[config.mk]
export PLATFORM = sky130hd
export DESIGN_NAME = sgb_fifo
export DESIGN_NICKNAME = d
export VERILOG_FILES = /design/src/sv/sgb_pkg.sv /design/src/sv/sgb_fifo.sv
export SDC_FILE = /design/constraint.sdc
export NUM_CORES = 1
export LEC_CHECK = 0
export BUFFER_PORTS_ARGS = -buffer_cell sky130_fd_sc_hd__buf_2
export CORE_AREA = 2 2 174 176
export CTS_CLUSTER_SIZE = 28
export DETAILED_ROUTE_END_ITERATION = 7
export DIE_AREA = 0 0 176 178
export PLACE_DENSITY = 0.42
export SLEW_MARGIN = 20
export SYNTH_ARGS = -nofsm -noshare
export SYNTH_HDL_FRONTEND = slang
export SYNTH_SLANG_ARGS = --single-unit
[constraint.sdc]
create_clock -name clk -period 4.12 [get_ports clk]
set_clock_uncertainty 0.1 [all_clocks]
set_input_delay 0.824 -clock clk [delete_from_list [all_inputs] [get_ports clk]]
set_output_delay 0.824 -clock clk [all_outputs]
set_load 0.02 [all_outputs]
[src/sv/sgb_pkg.sv]
// ----------------------------------------------------------------------------
// sgb_pkg: shared types and constants for the 7-tap separable blur
// Holds the packed pixel type, the front-to-back item, and kernel helpers.
// ----------------------------------------------------------------------------
`default_nettype none
package sgb_pkg;

    localparam int CH_W       = 8;
    localparam int PIX_W      = 24;
    localparam int ROW_W      = 12;
    localparam int COL_W      = 10;
    localparam int FW_W       = 11;
    localparam int FH_W       = 13;
    localparam int HIST_ROWS  = 6;
    localparam int ACC_W      = 14;

    localparam logic [0:0] REG_FRAME_WIDTH  = 1'b0;
    localparam logic [0:0] REG_FRAME_HEIGHT = 1'b1;

    typedef logic [PIX_W-1:0] pix_t;

    typedef struct packed {
        logic             ok;
        logic [ROW_W-1:0] row;
        logic [COL_W-1:0] col;
        pix_t             vert;
    } item_t;

    // taps a..g, a oldest; weights 1,6,15,20,15,6,1
    function automatic logic [CH_W-1:0] blur7(
        input logic [CH_W-1:0] a, input logic [CH_W-1:0] b,
        input logic [CH_W-1:0] c, input logic [CH_W-1:0] d,
        input logic [CH_W-1:0] e, input logic [CH_W-1:0] f,
        input logic [CH_W-1:0] g);
        logic [ACC_W-1:0] acc;
        begin
            acc = ACC_W'(a) + ACC_W'(g)
                + ACC_W'(6) * (ACC_W'(b) + ACC_W'(f))
                + ACC_W'(15) * (ACC_W'(c) + ACC_W'(e))
                + ACC_W'(20) * ACC_W'(d);
            blur7 = acc[ACC_W-1:6];
        end
    endfunction

    function automatic pix_t blur7_pix(
        input pix_t a, input pix_t b, input pix_t c, input pix_t d,
        input pix_t e, input pix_t f, input pix_t g);
        pix_t r;
        begin
            for (int k = 0; k < 3; k++)
            begin
                r[k*CH_W +: CH_W] = blur7(a[k*CH_W +: CH_W], b[k*CH_W +: CH_W],
                    c[k*CH_W +: CH_W], d[k*CH_W +: CH_W], e[k*CH_W +: CH_W],
                    f[k*CH_W +: CH_W], g[k*CH_W +: CH_W]);
            end
            blur7_pix = r;
        end
    endfunction

endpackage
`default_nettype wire

[src/sv/sgb_fifo.sv]
// ----------------------------------------------------------------------------
// sgb_fifo: short queue between the vertical and horizontal passes
// Four-entry register queue with independent push and pop.
// ----------------------------------------------------------------------------
`default_nettype none
module sgb_fifo (
    input  wire                 clk,
    input  wire                 rst_n,
    input  wire                 push_valid,
    output logic                push_ready,
    input  wire  sgb_pkg::item_t push_item,
    output logic                pop_valid,
    input  wire                 pop_ready,
    output sgb_pkg::item_t      pop_item
);
    import sgb_pkg::*;

    item_t      q_reg [4];
    logic [1:0] wp_reg;
    logic [1:0] rp_reg;
    logic [2:0] cnt_reg;
    logic       push;
    logic       pop;

    assign push_ready = cnt_reg != 3'd4;
    assign pop_valid  = cnt_reg != 3'd0;
    assign push       = push_valid && push_ready;
    assign pop        = pop_valid && pop_ready;
    assign pop_item   = q_reg[rp_reg];

    always_ff @(posedge clk)
    begin
        if (push)
            q_reg[wp_reg] <= push_item;
    end

    always_ff @(posedge clk or negedge rst_n)
    begin
        if (!rst_n)
        begin
            wp_reg  <= '0;
            rp_reg  <= '0;
            cnt_reg <= '0;
        end
        else
        begin
            if (push)
                wp_reg <= wp_reg + 2'd1;
            if (pop)
                rp_reg <= rp_reg + 2'd1;
            cnt_reg <= cnt_reg + {2'b0, push} - {2'b0, pop};
        end
    end

endmodule
`default_nettype wire

# Yosys cells after proc, flatten, opt, wreduce, memory -nomap -nowiden
# Memories as Yosys holds them, arrays and structs flattened.
# Index checks and enable logic that the tools add are counted.
[word_totals]
register_bits = 7
latchBits = 0
ram_bits = 188
romBits = 0
output_inout_bits = 49
elab_cells = 14
memories = 1
[memory_table]
columns = ["name", "depth", "width", "read_ports", "rd_clocked_by_memory_dff", "wr", "line", "rtl"]
rows = [
  ["q_reg", 4, 47, 1, 0, 1, "sgb_fifo.sv:18", "item_t q_reg [4];"],
]
[classes]
add_sub_neg = 4
mul = 0
div = 0
n_lt_le_gt_ge = 0
eq_ne = 1
shifts = 0
muxes = 2
n_bitwise = 0
n_reduce_logical = 3
[ops]
columns = ["cell", "count"]
rows = [
  ["adder 2 x 1 -> 2 bit, second input constant", 2],
  ["adder 3 x 1 -> 3 bit", 1],
  ["inequality test 3 bit, second input constant", 1],
  ["nonzero test 3 bit", 1],
  ["subtractor 3 x 1 -> 3 bit", 1],
  ["logical AND 1 bit", 2],
  ["two-way mux 1 bit", 2],
]

# Logic depth before layout (Yosys ltp)
[depth]
depth_word = 4
depth_mapped = 9
ltp_nobuf = 9

# Worst setup path before layout
# OpenSTA, ideal clock, no wires.
[synth_timing]
kind = "input to register"
startpoint = "in push_valid"
endpoint = "mem q_reg[0][0] (netlist name) (enable)"
arrival_ns = 2.008
t_required_ns = 3.610
path_slack_ns = 1.603
path_stages = 1
path_buffers = 0
cell_sequence = "and3b_1"
[synth_between]
elab_chain_cells = 3
[synth_rtl]
columns = ["item", "line", "rtl"]
rows = [
  ["start: declaration", "sgb_fifo.sv:9", "input wire push_valid,"],
  ["logical AND 1 bit", "sgb_fifo.sv:27", "assign push = push_valid && push_ready;"],
  ["two-way mux 1 bit", "sgb_fifo.sv:33", "if (push)"],
  ["two-way mux 1 bit (not written as such)", "sgb_fifo.sv:34", "q_reg[wp_reg] <= push_item;"],
  ["end: declaration", "sgb_fifo.sv:18", ""],
]
# No other way between the ends.

==> out/qor.txt <==
GR Overflow Total - 0
overall track demand over capacity in global routing - 9.753%
worst-margin pin slew - 0.7850 ns
LEAKAGE - 2.990 nW
Global Route met2 Usage - 16.24%
Crit Path Max Fanout - 26
Skew-Pair Late Insertion Delay - 0.43 ns
Slew Limit Fails - 0
core area - 29400 sq um
vias per cell - 4.019
Post-CTS Setup Inserts - 0
CP Launch Point - rp_reg[0]$_DFFE_PN0P_
# DRC - 0
CTS Sinks - 195
critical path cell sequence - buf_12 -> mux4_2 -> buf_2
CTS tree - done
area delta synth->final - 22.40%
maxcap violations - 0
layout net count - 459
row count - 63
Iteration-0 DRC Markers - 344
CP Launch Type - register
vias post-DR - 3231
synth warn - 0
Fin. Hold Viols - 0
Detail Placement HPWL - 8749 um
Slew HR - 47.67%
Synth Cell Area - 7268 sq um
grt met3 use - 2.920%
CTS Hold Bufs - 0
clk slew on worst S/H paths - 0.08 ns
RSZ-0062 raised after global routing - no
Final WS setup - 0.9325 ns
Worst Path Required - 3.20 ns
drt first pass iters - 4
sequential area share after synthesis - 80.08%
Final Instance Count excl. Fillers - 804
Area contributors post-synth - edfxtp_1 78%, mux4_2 14%, dfrtp_1 2.4%
IO Port Bufs - 99
#FFs+latches synth - 195
Final min period - 3.188 ns
Post-Syn Nets - 345
Root Buffer Master - clkbuf_16
first-pass GRT wire length - 21850 um
status - finished clean
CTS Buffer Depth - 2
# diodes - 0
setup violators final - 0
Worst Path Buf+Inv - 2
initial core utilization - 24.72%
Post-Place Worst Slack - 1.294 ns
area leader, netlist - edfxtp_1
slowest CP cell - dfrtp_4
Worst Hold Class - primary input to asynchronous set/reset pin
critical path class - register to output port
worst endpoint data arrival time - 2.26 ns
initial antenna violation count - 1
R2R depth - 9
Fill cells - 2848
vias in the first global route - 3665
DIE WIDTH - 176 um
Routed WL - 14480 um
reg2reg end - cnt_reg[2]$_DFF_PN0_
post_cts resized - 0
CTS buffer count - 17
crit-path max cell delay - 0.76 ns
period utilization - 77.37%
fmax - 313.7 MHz
fraction of layout instances using a drive strength above 1 - 45.41%
met1 global-route usage - 12.07%
largest net degree at the start of global routing - 48
setup TNS - 0 ns
num ports - 100
Yosys top cell area share - 77.67%
gr busiest metal - met2
Syn Inst Count - 287
die area - 31330 sq um
FF-to-FF setup slack - 1.42 ns
Die Y - 178 um
placed cell count - 772
nature of the critical path endpoint - output port
Peak VDD IR - 0.2398 mV
origin of the critical flop-to-flop path - cnt_reg[1]$_DFF_PN0_
DR WL/cell - 18.00 um
ANT nets after route - 0
syn avg cell area - 25.32 sq um
crit-path leading delay family - flip-flops
Yosys cell types - 24
commonest non-fill, non-tap cell in the layout - edfxtp_1
commonest non-fill, non-tap cells in the layout - 188 x edfxtp_1, 99 x buf_2, 45 x mux4_2
GPL Wtd Cong - 0.6473
H-tree depth - 4
max FFs per register - 188
Pwr per Cell Area - 741.7 nW/um^2
## per-stage QoR
stage,instance area (sq um),hold WS (ns),utilization [%],power (mW)
after floorplan,7268,0.4284,-,4.254
after global placement,8268,0.4676,28.12,4.934
after detailed placement,8268,0.4930,28.12,4.962
after CTS,8896,0.09255,30.26,6.750
after global routing,8896,0.1032,30.26,6.950
final,8896,0.1141,30.26,6.599
## layer usage
layer | wire, um | part of all wire (%)
met5 | 0 | 0
met3 | 655 | 4.5
met2 | 7081 | 49
met4 | 191 | 1.3
met1 | 6547 | 45
## logic make-up (layout without fill, tap and decap cells)
group / count (synthesis) / after routing / synth area share [%]
compound gates: 4 / 4 / 0.4476
xor+xnor: 4 / 4 / 0.4821
fa+ha+maj: 7 / 7 / 1.308
buf+inv: 17 / 144 / 1.635
flops: 195 / 195 / 80.08
mux: 47 / 47 / 14.67
simple gates: 13 / 13 / 1.377
## synthesized netlist by cell type
cell	n
buf_2	3
and3b_1	4
o211ai_1	2
or4bb_1	1
fa_1	1
nor3b_1	1
buf_4	3
nand2b_1	4
inv_1	6
nand2_1	1
dfrtp_1	7
buf_12	2
clkbuf_1	2
buf_6	1
xnor2_1	3
nand4bb_1	1
ha_1	6
edfxtp_1	188
o311ai_0	1
xor2_1	1
mux4_2	45
o31a_1	1
or3_1	1
mux4_1	2
## final cells by class
cell class	instances	area (sq um)	share of cell area (%)
repair buffers	106	598.1	6.723
clock buffers	17	425.4	4.782
inverters	6	22.52	0.2532
clock inverters	15	202.7	2.278
multi-input cells	75	1334	14.99
flip-flops and latches	195	5826	65.49
well taps	390	488.0	5.485
## where the power goes
group	leakage [nW]	switching, mW	internal, mW
Clock	0.306	0.749	1.02
Sequential	1.80	0.247	2.62
Combinational	0.882	1.11	0.852
## worst max path at each step
stage,end,slack [ns],depth (start not counted)
2_1_floorplan,q_reg[0][0]$_DFFE_PP_,1.60,1
3_3_place_gp,pop_item[41],1.30,3
3_5_place_dp,pop_item[41],1.29,3
4_1_cts,pop_item[41],0.81,3
5_1_grt,pop_item[41],0.74,3
6_report,pop_item[41],0.93,3
Note: power is estimated with default switching activity, not from simulation.
