## src/sv/sgb_pkg.sv

```systemverilog
// ----------------------------------------------------------------------------
// sgb_pkg: shared types and constants for the 7-tap separable blur
// Holds the packed pixel type, the front-to-back item, and kernel helpers.
// ----------------------------------------------------------------------------
`default_nettype none
package sgb_pkg;

    localparam int CH_W       = 8;
    localparam int PIX_W      = 24;
    localparam int ROW_W      = 12;
    localparam int COL_W      = 10;
    localparam int FW_W       = 11;
    localparam int FH_W       = 13;
    localparam int HIST_ROWS  = 6;
    localparam int ACC_W      = 14;

    localparam logic [0:0] REG_FRAME_WIDTH  = 1'b0;
    localparam logic [0:0] REG_FRAME_HEIGHT = 1'b1;

    typedef logic [PIX_W-1:0] pix_t;

    typedef struct packed {
        logic             ok;
        logic [ROW_W-1:0] row;
        logic [COL_W-1:0] col;
        pix_t             vert;
    } item_t;

    // taps a..g, a oldest; weights 1,6,15,20,15,6,1
    function automatic logic [CH_W-1:0] blur7(
        input logic [CH_W-1:0] a, input logic [CH_W-1:0] b,
        input logic [CH_W-1:0] c, input logic [CH_W-1:0] d,
        input logic [CH_W-1:0] e, input logic [CH_W-1:0] f,
        input logic [CH_W-1:0] g);
        logic [ACC_W-1:0] acc;
        begin
            acc = ACC_W'(a) + ACC_W'(g)
                + ACC_W'(6) * (ACC_W'(b) + ACC_W'(f))
                + ACC_W'(15) * (ACC_W'(c) + ACC_W'(e))
                + ACC_W'(20) * ACC_W'(d);
            blur7 = acc[ACC_W-1:6];
        end
    endfunction

    function automatic pix_t blur7_pix(
        input pix_t a, input pix_t b, input pix_t c, input pix_t d,
        input pix_t e, input pix_t f, input pix_t g);
        pix_t r;
        begin
            for (int k = 0; k < 3; k++)
            begin
                r[k*CH_W +: CH_W] = blur7(a[k*CH_W +: CH_W], b[k*CH_W +: CH_W],
                    c[k*CH_W +: CH_W], d[k*CH_W +: CH_W], e[k*CH_W +: CH_W],
                    f[k*CH_W +: CH_W], g[k*CH_W +: CH_W]);
            end
            blur7_pix = r;
        end
    endfunction

endpackage
`default_nettype wire

```

## src/sv/sgb_back.sv

```systemverilog
// ----------------------------------------------------------------------------
// sgb_back: column window and horizontal pass
// Shifts vertical results through a six-word window and drives the output.
// ----------------------------------------------------------------------------
`default_nettype none
module sgb_back (
    input  wire                       clk,
    input  wire                       rst_n,
    input  wire                       item_valid,
    output logic                      item_ready,
    input  wire  sgb_pkg::item_t      item,
    output logic                      out_valid,
    input  wire                       out_ready,
    output logic [sgb_pkg::ROW_W-1:0] out_row,
    output logic [sgb_pkg::COL_W-1:0] out_col,
    output sgb_pkg::pix_t             out_pix,
    output logic                      written
);
    import sgb_pkg::*;

    pix_t             win_reg [HIST_ROWS];
    logic             v_reg;
    logic [ROW_W-1:0] row_reg;
    logic [COL_W-1:0] col_reg;
    pix_t             pix_reg;
    logic             wr_reg;
    logic             take;
    pix_t             hz;

    assign item_ready = !v_reg || out_ready;
    assign take       = item_valid && item_ready;
    assign hz = blur7_pix(win_reg[0], win_reg[1], win_reg[2], win_reg[3],
                          win_reg[4], win_reg[5], item.vert);

    always_ff @(posedge clk or negedge rst_n)
    begin
        if (!rst_n)
        begin
            v_reg <= 1'b0;
            for (int t = 0; t < HIST_ROWS; t++)
            begin
                win_reg[t] <= '0;
            end
        end
        else
        begin
            if (item_ready)
                v_reg <= item_valid;
            if (take)
            begin
                for (int t = 0; t < HIST_ROWS - 1; t++)
                begin
                    win_reg[t] <= win_reg[t+1];
                end
                win_reg[HIST_ROWS-1] <= item.vert;
            end
        end
    end

    always_ff @(posedge clk)
    begin
        if (take)
        begin
            wr_reg  <= item.ok;
            row_reg <= item.ok ? item.row : '0;
            col_reg <= item.ok ? item.col : '0;
            pix_reg <= item.ok ? hz : '0;
        end
    end

    assign out_valid = v_reg;
    assign out_row   = row_reg;
    assign out_col   = col_reg;
    assign out_pix   = pix_reg;
    assign written   = wr_reg;

endmodule
`default_nettype wire

```

## config.mk

```make
export PLATFORM = sky130hd
export DESIGN_NAME = sgb_back
export DESIGN_NICKNAME = d
export VERILOG_FILES = /design/src/sv/sgb_pkg.sv /design/src/sv/sgb_back.sv
export SDC_FILE = /design/constraint.sdc
export NUM_CORES = 1
export LEC_CHECK = 0
export BUFFER_PORTS_ARGS = -buffer_cell sky130_fd_sc_hd__clkbuf_2
export CAP_MARGIN = 40
export CORE_MARGIN = 2
export CORE_UTILIZATION = 40
export DETAILED_ROUTE_END_ITERATION = 10
export RECOVER_POWER = 100
export SLEW_MARGIN = 30
export SYNTH_ARGS = -nofsm -noshare
export SYNTH_HDL_FRONTEND = slang
export SYNTH_SLANG_ARGS = --single-unit
```

## constraint.sdc

```tcl
create_clock -name clk -period 11.1 [get_ports clk]
set_clock_uncertainty 0.2 [all_clocks]
set_input_delay 0 -clock clk [delete_from_list [all_inputs] [get_ports clk]]
set_output_delay 0 -clock clk [all_outputs]
set_load 0.1 [all_outputs]
```

Word level (Yosys, flattened, before mapping):

Index checks and enable logic that the tools add are counted.

* flip-flop bits (word level): 192
* bits of input ports: 51
* logic and storage cells: 41
* output and inout port bits: 49

* $add $sub $neg: 18
* reduce and logical (&&, ||, !) cells: 3
* multiply operators: 9

Operators by type and width (number)
* 8-bit by 8-bit adder with 9-bit output: 9
* 13-bit by 13-bit adder with 14-bit output: 3
* 14-bit by 13-bit adder with 14-bit output: 3
* 9-bit by 12-bit adder with 13-bit output: 3
* 4-bit by 9-bit multiplier with 13-bit output, first input constant: 3
* 2-bit by 9-bit multiplier with 11-bit output, first input constant: 3
* 3-bit by 8-bit multiplier with 11-bit output, first input constant: 3
* 1-bit logical AND: 1
* 1-bit logical NOT: 1
* 1-bit logical OR: 1

Depth between registers and ports, before layout:

Gate-level depths: netlist of run 1.

* depth in word-level cells: 5
* mapped depth: 29
* depth with buffers taken out: 29

Worst setup path before layout of run 1:

No wires, ideal clock.

* path kind: register -> register
* from: reg win_reg[16] (netlist bit)
* to: reg pix_reg[23], in the netlist out_pix[23] (data pin)
* period minus slack after synthesis: 6.423 ns
* path buffers: 0
* data required time: 10.645 ns
* cell stages (with the launch flop): 30
* library setup time: 0.255 ns
* slack: 4.677 ns
* arrival: 5.968 ns
* cell sequence: dfrtp_1 -> ha_1 -> inv_1 -> fa_1 -> nand2b_1 -> a211oi_1 -> o21a_1 -> o21a_1 -> nor2_1 -> ha_1 -> inv_1 -> or4_1 -> o32ai_1 -> o31ai_1 -> nand2b_1 -> xor2_1 -> ha_1 -> inv_1 -> fa_1 -> fa_1 -> inv_1 -> ha_1 -> ha_1 -> a21o_1 -> a21o_1 -> a21oi_1 -> o21ai_0 -> a21oi_1 -> xnor2_1 -> and2_1

* longest elaborated chain between the ends: 5

RTL lines
* from (decl): RTL line sgb_back.sv:21 `pix_t win_reg [HIST_ROWS];`
* from (signal, indexed assignment): RTL line sgb_back.sv:53 `win_reg[t] <= win_reg[t+1];`
* from (signal, indexed assignment): RTL line sgb_back.sv:55 `win_reg[HIST_ROWS-1] <= item.vert;`
* 8-bit by 8-bit adder with 9-bit output: RTL line sgb_pkg.sv:38 `+ ACC_W'(6) * (ACC_W'(b) + ACC_W'(f))`
* 2-bit by 9-bit multiplier with 11-bit output: RTL line sgb_pkg.sv:38
* 9-bit by 12-bit adder with 13-bit output: RTL line sgb_pkg.sv:38
* 13-bit by 13-bit adder with 14-bit output: RTL line sgb_pkg.sv:39 `+ ACC_W'(15) * (ACC_W'(c) + ACC_W'(e))`
* 14-bit by 13-bit adder with 14-bit output: RTL line sgb_pkg.sv:40 `+ ACC_W'(20) * ACC_W'(d);`
* to (signal assigned): RTL line sgb_back.sv:67 `pix_reg <= item.ok ? hz : '0;`
* to (decl): RTL line sgb_back.sv:25 `pix_t pix_reg;`

No other way between the ends.
A chain may end at the register's enable or synchronous reset.

Worst setup path after layout of run 1:

Same ends and word-level chain as after synthesis.

==> results by group, run 1 <==
Clock network
  – Clock transition at path regs: 0.08 ns
  – CTS root buf: clkbuf_16
  – H-Tree Depth: 4
  – Cts bufs inserted: 17
  – Clock Tree Buf Depth: 2
  – Clock Sinks: approximately 190
  – TritonCTS clock tree: done
  – Clock latency on the worst-skew pair: 0.46 ns
  – Post-CTS setup buffer count: 0

Timing
  – TNS Setup: 0 ns
  – Setup violators final: 0
  – Min Clock Period, post-route: roughly 7.0 ns
  – RSZ-0062 raised after global routing: false
  – Worst-Margin Slew: 3.82 ns
  – Final Hold Viols: 0
  – Fmax: 0.143 GHz
  – Final period utilization: 63.1%
  – Slew Limit Headroom: -155%
  – Fin. max-slew vios: roughly 320

Die
  – Starting Density: 40.7%
  – I/O Pins: 100
  – Die area: 42200 um2
  – Die W: 205 um
  – Die height: 205 um
  – Core Area: between 30000 and 40000 um2
  – Rows: 73

Worst setup path
  – Setup crit start kind: flip-flop
  – Crit Path Category: reg -> reg
  – Worst path max stage delay: 0.54 ns
  – R2R depth: 29
  – Worst EP required: 11.10 ns
  – Worst EP arrival: ~7.0 ns
  – Highest-delay cell along the critical path: fa_1
  – R2R Setup Slk: 4.09 ns
  – CP max FO: 4
  – Crit path top cell by count: ha_1
  – R2R Path Start: win_reg[16]$_DFFE_PN0P_
  – CP Capture Type: flip-flop
  – Critical R2R Capture: out_pix[23]$_SDFFCE_PN0P_

Drt
  – Detailed Route WL: between 30 and 40 mm
  – Average routed wire per standard cell: 14.8 um
  – DR pass1 iterations: 5
  – Vias per cell: approximately 4.7
  – Routed vias: approximately 10000
  – DRT iter0 DRCs: 436
  – Residual DRC: 0
  – DRT antenna net count: 0

Yosys
  – Distinct cells, synth: 52
  – Seq/Total Area, Yosys: 31.0%
  – Top-area cell type share of the netlist area: 22.3%
  – Async set or reset register ratio after synthesis: 75.5%
  – Syn Std Cell Area: 16200 um2
  – Syn nets: between 1500 and 2000
  – Syn avg cell area: 10.7 um2
  – Ys Warns: 0
  – Synth Register Bits: between 150 and 200
  – Post-synth EDFFs: 47
  – Mapped Cells: 1520
  – Largest area contributor in the netlist: dfrtp_1
  – Main synth FF type: dfrtp_1
  – Synth area leaders: dfrtp_1 22%, fa_1 19%, ha_1 14%

Run
  – Max-cap violations: 6

Place
  – IO Port Bufs: 99
  – Placed Cells: ~2100
  – Area post-placement: 17400 um2
  – GP Congestion: 0.834
  – DP Wirelength: 25.6 mm

Global route
  – Number of global-route vias before repair: between 10000 and 15000
  – Largest net degree at the start of global routing: 94
  – Antenna violations before repair: 0
  – Global-route wire length before repair: between 50 and 60 mm
  – Total Routing Usage GR: 16.7%
  – GRT Residual Overflow: 0

Cells and area
  – Most frequent cells in the layout: 281 x inv_1, 188 x ha_1, 153 x fa_1, 145 x dfrtp_1, 98 x mux2_2
  – Commonest non-fill, non-tap cell in the layout: inv_1
  – Post-route insts no fill: around 2200
  – Diodes inserted: 0
  – Post-layout util: about 46%
  – Max reg flops: 144
  – Layout cell share with drive strength beyond 1: 11.2%
  – Final Instance Area: 18400 um2
  – Synth-to-Final Area Change: 13.0%
  – Net count reported at finish: between 2000 and 2500

Worst hold path
  – Worst hold path stage count: 4
  – Hold endpoint: win_reg[9]$_DFFE_PN0P_
  – Hold WC Path Type: in -> reg
  – Worst hold path startpoint: item[9]

Status
  – Failing checks: max-capacitance violations, max-slew violations
  – Status: finished, violations left
what timing repair did:
action | CTS | global route
hold endpoints to repair | 143 | 0
hold buffers | 51 | 0
resized for setup | 0 | 0
endpoints found under the setup margin | 0 | 0
cell usage after synthesis (all sizes together) (2+ instances only):
cell type and instances:
nand4 4, o31a 2, or3 3, nand2b 23, o21ai 83, a21o 27
nor2 56, nor3b 2, xor2 27, a21oi 56, mux2 99, fa 153
or2 7, and2 40, xnor2 57, o211ai 3, o41ai 2, nand4b 2
nor3 15, dfrtp 145, nor2b 18, or4 3, o21bai 11, and3 4
mux2i 2, inv 282, edfxtp 47, nor4 3, o21a 10, a211oi 13
nand3 8, ha 188, a21boi 11, clkbuf 23, nand2 71, buf 4
o31ai 6
logic make-up after synthesis:
logic type	share of synthesized area, %
AOI/OAI and AO/OA	8.66
adders and majority gates	33.4
DFF	31.0
xor gates and xnor gates	4.67
and+or+nand+nor	8.11
muxes	7.01
buffers and inverters	7.15
worst max-delay path, delay by kind of cell, from the launching register on:
kind	cells	cell delay [ns]
flip-flops	1	0.37
AND/OR/NAND/NOR	5	1.05
adder cells (fa/ha/maj)	8	2.78
buffers and inverters	4	0.25
AO/OA/AOI/OAI	10	1.83
XOR/XNOR	2	0.25
final cells by class:
cell class | count | area (um2)
timing repair buffer | 155 | 955
inverter | 282 | 1060
multi-input combinational | 1019 | 10000
sequential | 192 | 5040
tap | 525 | 657
fill | 3706 | 21600
clock buffer | 17 | 425
clock inverter | 15 | 190
how the worst max path moves through the flow:
stage                                         from                   endpoint  slack [ns]
final                      win_reg[16]$_DFFE_PN0P_  out_pix[23]$_SDFFCE_PN0P_        4.09
after floorplan            win_reg[16]$_DFFE_PN0P_  out_pix[23]$_SDFFCE_PN0P_        4.68
after global routing         out_valid$_DFFE_PN0N_    win_reg[34]$_DFFE_PN0P_        3.37
after CTS                 win_reg[112]$_DFFE_PN0P_  out_pix[23]$_SDFFCE_PN0P_        4.17
after global placement     win_reg[16]$_DFFE_PN0P_  out_pix[23]$_SDFFCE_PN0P_        4.33
after detailed placement  win_reg[112]$_DFFE_PN0P_  out_pix[23]$_SDFFCE_PN0P_        4.20
metrics by stage:
stage,hold slack [ns],setup WS [ns]
3_5_place_dp,-0.146,4.20
3_3_place_gp,-0.160,4.33
5_1_grt,0.144,3.37
4_1_cts,0.00376,4.17
2_1_floorplan,-0.496,4.68
6_report,0.130,4.09
per-layer routing:
layer  GRT usage, %  share of wire, %  vias to the layer above
met5              0                 0                        -
met4           3.49              0.89                        0
li1               -                 -                     5261
met1           22.5                48                     5055
met2           28.5                48                      131
met3           2.69               2.7                       21
Power of run 1 is not shown: default switching activity piles up to over one toggle a cycle in this logic, so the estimate is an artifact.
==> inputs of run 2 (changes only) <==
==> constraint.sdc (replaced) <==
create_clock -name clk -period 6.74 [get_ports clk]
set_clock_uncertainty 0.2 [all_clocks]
set_input_delay 0 -clock clk [delete_from_list [all_inputs] [get_ports clk]]
set_output_delay 0 -clock clk [all_outputs]
set_load 0.1 [all_outputs]
==> results by group, run 2 (synthesis results as in run 1) <==
Drt
  – Average routed wire per standard cell: 15.0 um (+1.3%)
  – Vias per cell: 4.81 (+1.4%)
  – DRT iter0 DRCs: 439 (+0.69%)
  – Detailed Route WL: 33.4 mm (+2.4%)
  – Routed vias: 10720 (+2.4%)
  – DRT antenna net count: 0 (unchanged)
  – Residual DRC: 0 (unchanged)
  – DR pass1 iterations: 5 (unchanged)

Cells and area
  – Max reg flops: 144 (unchanged)
  – Synth-to-Final Area Change: 15.2%
  – Most frequent cells in the layout: 279 x inv_1, 181 x ha_1, 151 x fa_1, 145 x dfrtp_1, 98 x mux2_2
  – Post-layout util: 46.9% (+0.89 points)
  – Commonest non-fill, non-tap cell in the layout: inv_1
  – Post-route insts no fill: 2228 (+1.0%)
  – Layout cell share with drive strength beyond 1: 14.6% (+3.4 points)
  – Diodes inserted: 0 (unchanged)
  – Layout fillers: 3724 (+0.49%)
  – Net count reported at finish: 2082 (+1.1%)

Place
  – Placed Cells: 2135 (+0.61%)
  – Pre-CTS setup slack: -0.0943 ns (-4.30 ns)
  – IO Port Bufs: 99 (unchanged)
  – DP Wirelength: 25.9 mm (+1.2%)
  – GP Congestion: 0.809 (-2.9%)

Timing
  – Min Clock Period, post-route: 6.50 ns (-0.503 ns)
  – Fin. max-slew vios: 117 (-64%)
  – Fmax: 0.154 GHz (+7.7%)
  – Slew Limit Headroom: -115% (+40 points)
  – Worst-Margin Slew: 3.22 ns (-0.601 ns)
  – Setup violators final: 0 (unchanged)
  – TNS Setup: 0 ns (unchanged)
  – Final period utilization: 96.5% (+33 points)
  – Final Hold Viols: 0 (unchanged)
  – Final Worst Setup Slack: 0.235 ns (-3.86 ns)

Worst hold path
  – Worst hold path stage count: 1 (-3)
  – Hold WC Path Type: in -> reg

Worst setup path
  – Worst EP arrival: 6.51 ns (-0.50 ns)
  – Worst EP required: 6.75 ns (-4.35 ns)
  – Crit Path Category: reg -> reg
  – R2R Setup Slk: 0.24 ns (-3.86 ns)
  – CP max FO: 6 (+2)
  – CP delay by family, top: adder cells
  – Setup crit start kind: flip-flop
  – Worst path max stage delay: 0.51 ns (-0.03 ns)
  – Highest-delay cell along the critical path: fa_1
  – WP depth: 26 (-10%)
  – R2R depth: 26 (-10%)
  – Crit path top cell by count: fa_1
  – CP Capture Type: flip-flop
  – Crit path buffers/inverters: 4 (unchanged)

Clock network
  – H-Tree Depth: 4 (unchanged)
  – Cts bufs inserted: 17 (unchanged)
  – Clock transition at path regs: 0.08 ns (about the same)
  – Clock latency on the worst-skew pair: 0.46 ns (about the same)
  – Clock Sinks: 192 (unchanged)
  – TritonCTS clock tree: done
  – CTS root buf: clkbuf_16
  – Clock Tree Buf Depth: 2 (unchanged)

Die
  – Starting Density: 40.7% (unchanged)
  – Die area: 42200 um2 (unchanged)
  – Rows: 73 (unchanged)
  – Die height: 205 um (unchanged)
  – I/O Pins: 100 (unchanged)
  – Core Area: 39900 um2 (unchanged)
  – Die W: 205 um (unchanged)

Global route
  – Largest net degree at the start of global routing: 83 (-12%)
  – Total Routing Usage GR: 16.7% (-0.064 points)
  – Antenna violations before repair: 1 (+1)
  – Global-route wire length before repair: 55.6 mm (-0.16%)
  – GRT Residual Overflow: 0 (unchanged)
  – Number of global-route vias before repair: 11223 (+0.73%)

Status
  – Status: finished, violations left
  – Failing checks: max-capacitance violations, max-slew violations

Run
  – Max-cap violations: 2 (-4)
run 2: cell count changes in the layout (fill, tap and decap cells not counted), moves of 6 or more:
cell      previous run  this run
a21boi_0            11         5
a21oi_1             56        47
a21oi_2              0         9
and2_0              25        16
and2_1              15        24
buf_4                0        22
ha_1               188       181
run 2: stage by stage:
step	hold WS, ns	cell area (um2)
final	0.00798	18700
after global routing	0.0527	18700
after CTS	0.0161	18600
after detailed placement	-0.0919	17500
after global placement	-0.104	17400
after floorplan	-0.496	16200
run 2: area by class of cell:
type                    count  area [um2]  area share [%]
clock inverters            15         160           0.856
well taps                 525         657            3.51
inverters                 282        1060            5.68
multi-input cells        1019       10200            54.7
clock buffers              17         425            2.27
repair buffers            178        1140            6.09
flip-flops and latches    192        5040            26.9
run 2: what timing repair did:
item | CTS | global route
pin swaps | 3 | 20
hold buffers | 51 | 0
resized for setup | 4 | 39
buffers inserted | 1 | 7
endpoints found under the setup margin | 4 | 14
endpoints found under the hold margin | 132 | 0
run 2: final timing paths:
check,from,to
max,win_reg[8]$_DFFE_PN0P_,out_pix[15]$_SDFFCE_PN0P_
min,item[46],written$_DFFE_PP_
max reg2reg,win_reg[8]$_DFFE_PN0P_,out_pix[15]$_SDFFCE_PN0P_
min reg2reg,win_reg[40]$_DFFE_PN0P_,win_reg[64]$_DFFE_PN0P_
max in group asynchronous,rst_n,win_reg[17]$_DFFE_PN0P_
min in group asynchronous,rst_n,win_reg[7]$_DFFE_PN0P_
run 2: worst reg2reg max path, stage by stage, from the launching register on:
cell and delay [ns]:
dfrtp_1 0.43, ha_4 0.19, inv_1 0.07, fa_1 0.46, inv_2 0.08, ha_1 0.16, inv_1 0.06, fa_2 0.34
nor2b_1 0.13, o21ai_0 0.08, nand2b_1 0.13, nand3_1 0.10, mux2_4 0.30, or2b_1 0.17, xnor2_1 0.16, fa_1 0.47
fa_1 0.47, fa_1 0.51, fa_1 0.42, inv_1 0.07, ha_2 0.30, and3_1 0.21, a211oi_2 0.25, a21oi_2 0.07
a21oi_1 0.20, xnor2_1 0.08, and2_1 0.15
run 2: metal layers:
| metal | vias to the layer above | GRT usage [%] | share of wire [%] |
|---|---|---|---|
| li1 | 5310 | - | - |
| met1 | 5223 | 22.7 | 48 |
| met2 | 151 | 27.8 | 48 |
| met3 | 36 | 2.53 | 2.8 |
| met4 | 0 | 4.37 | 1.7 |
| met5 | - | 0 | 0 |
Power of run 2 is left out for the same reason.
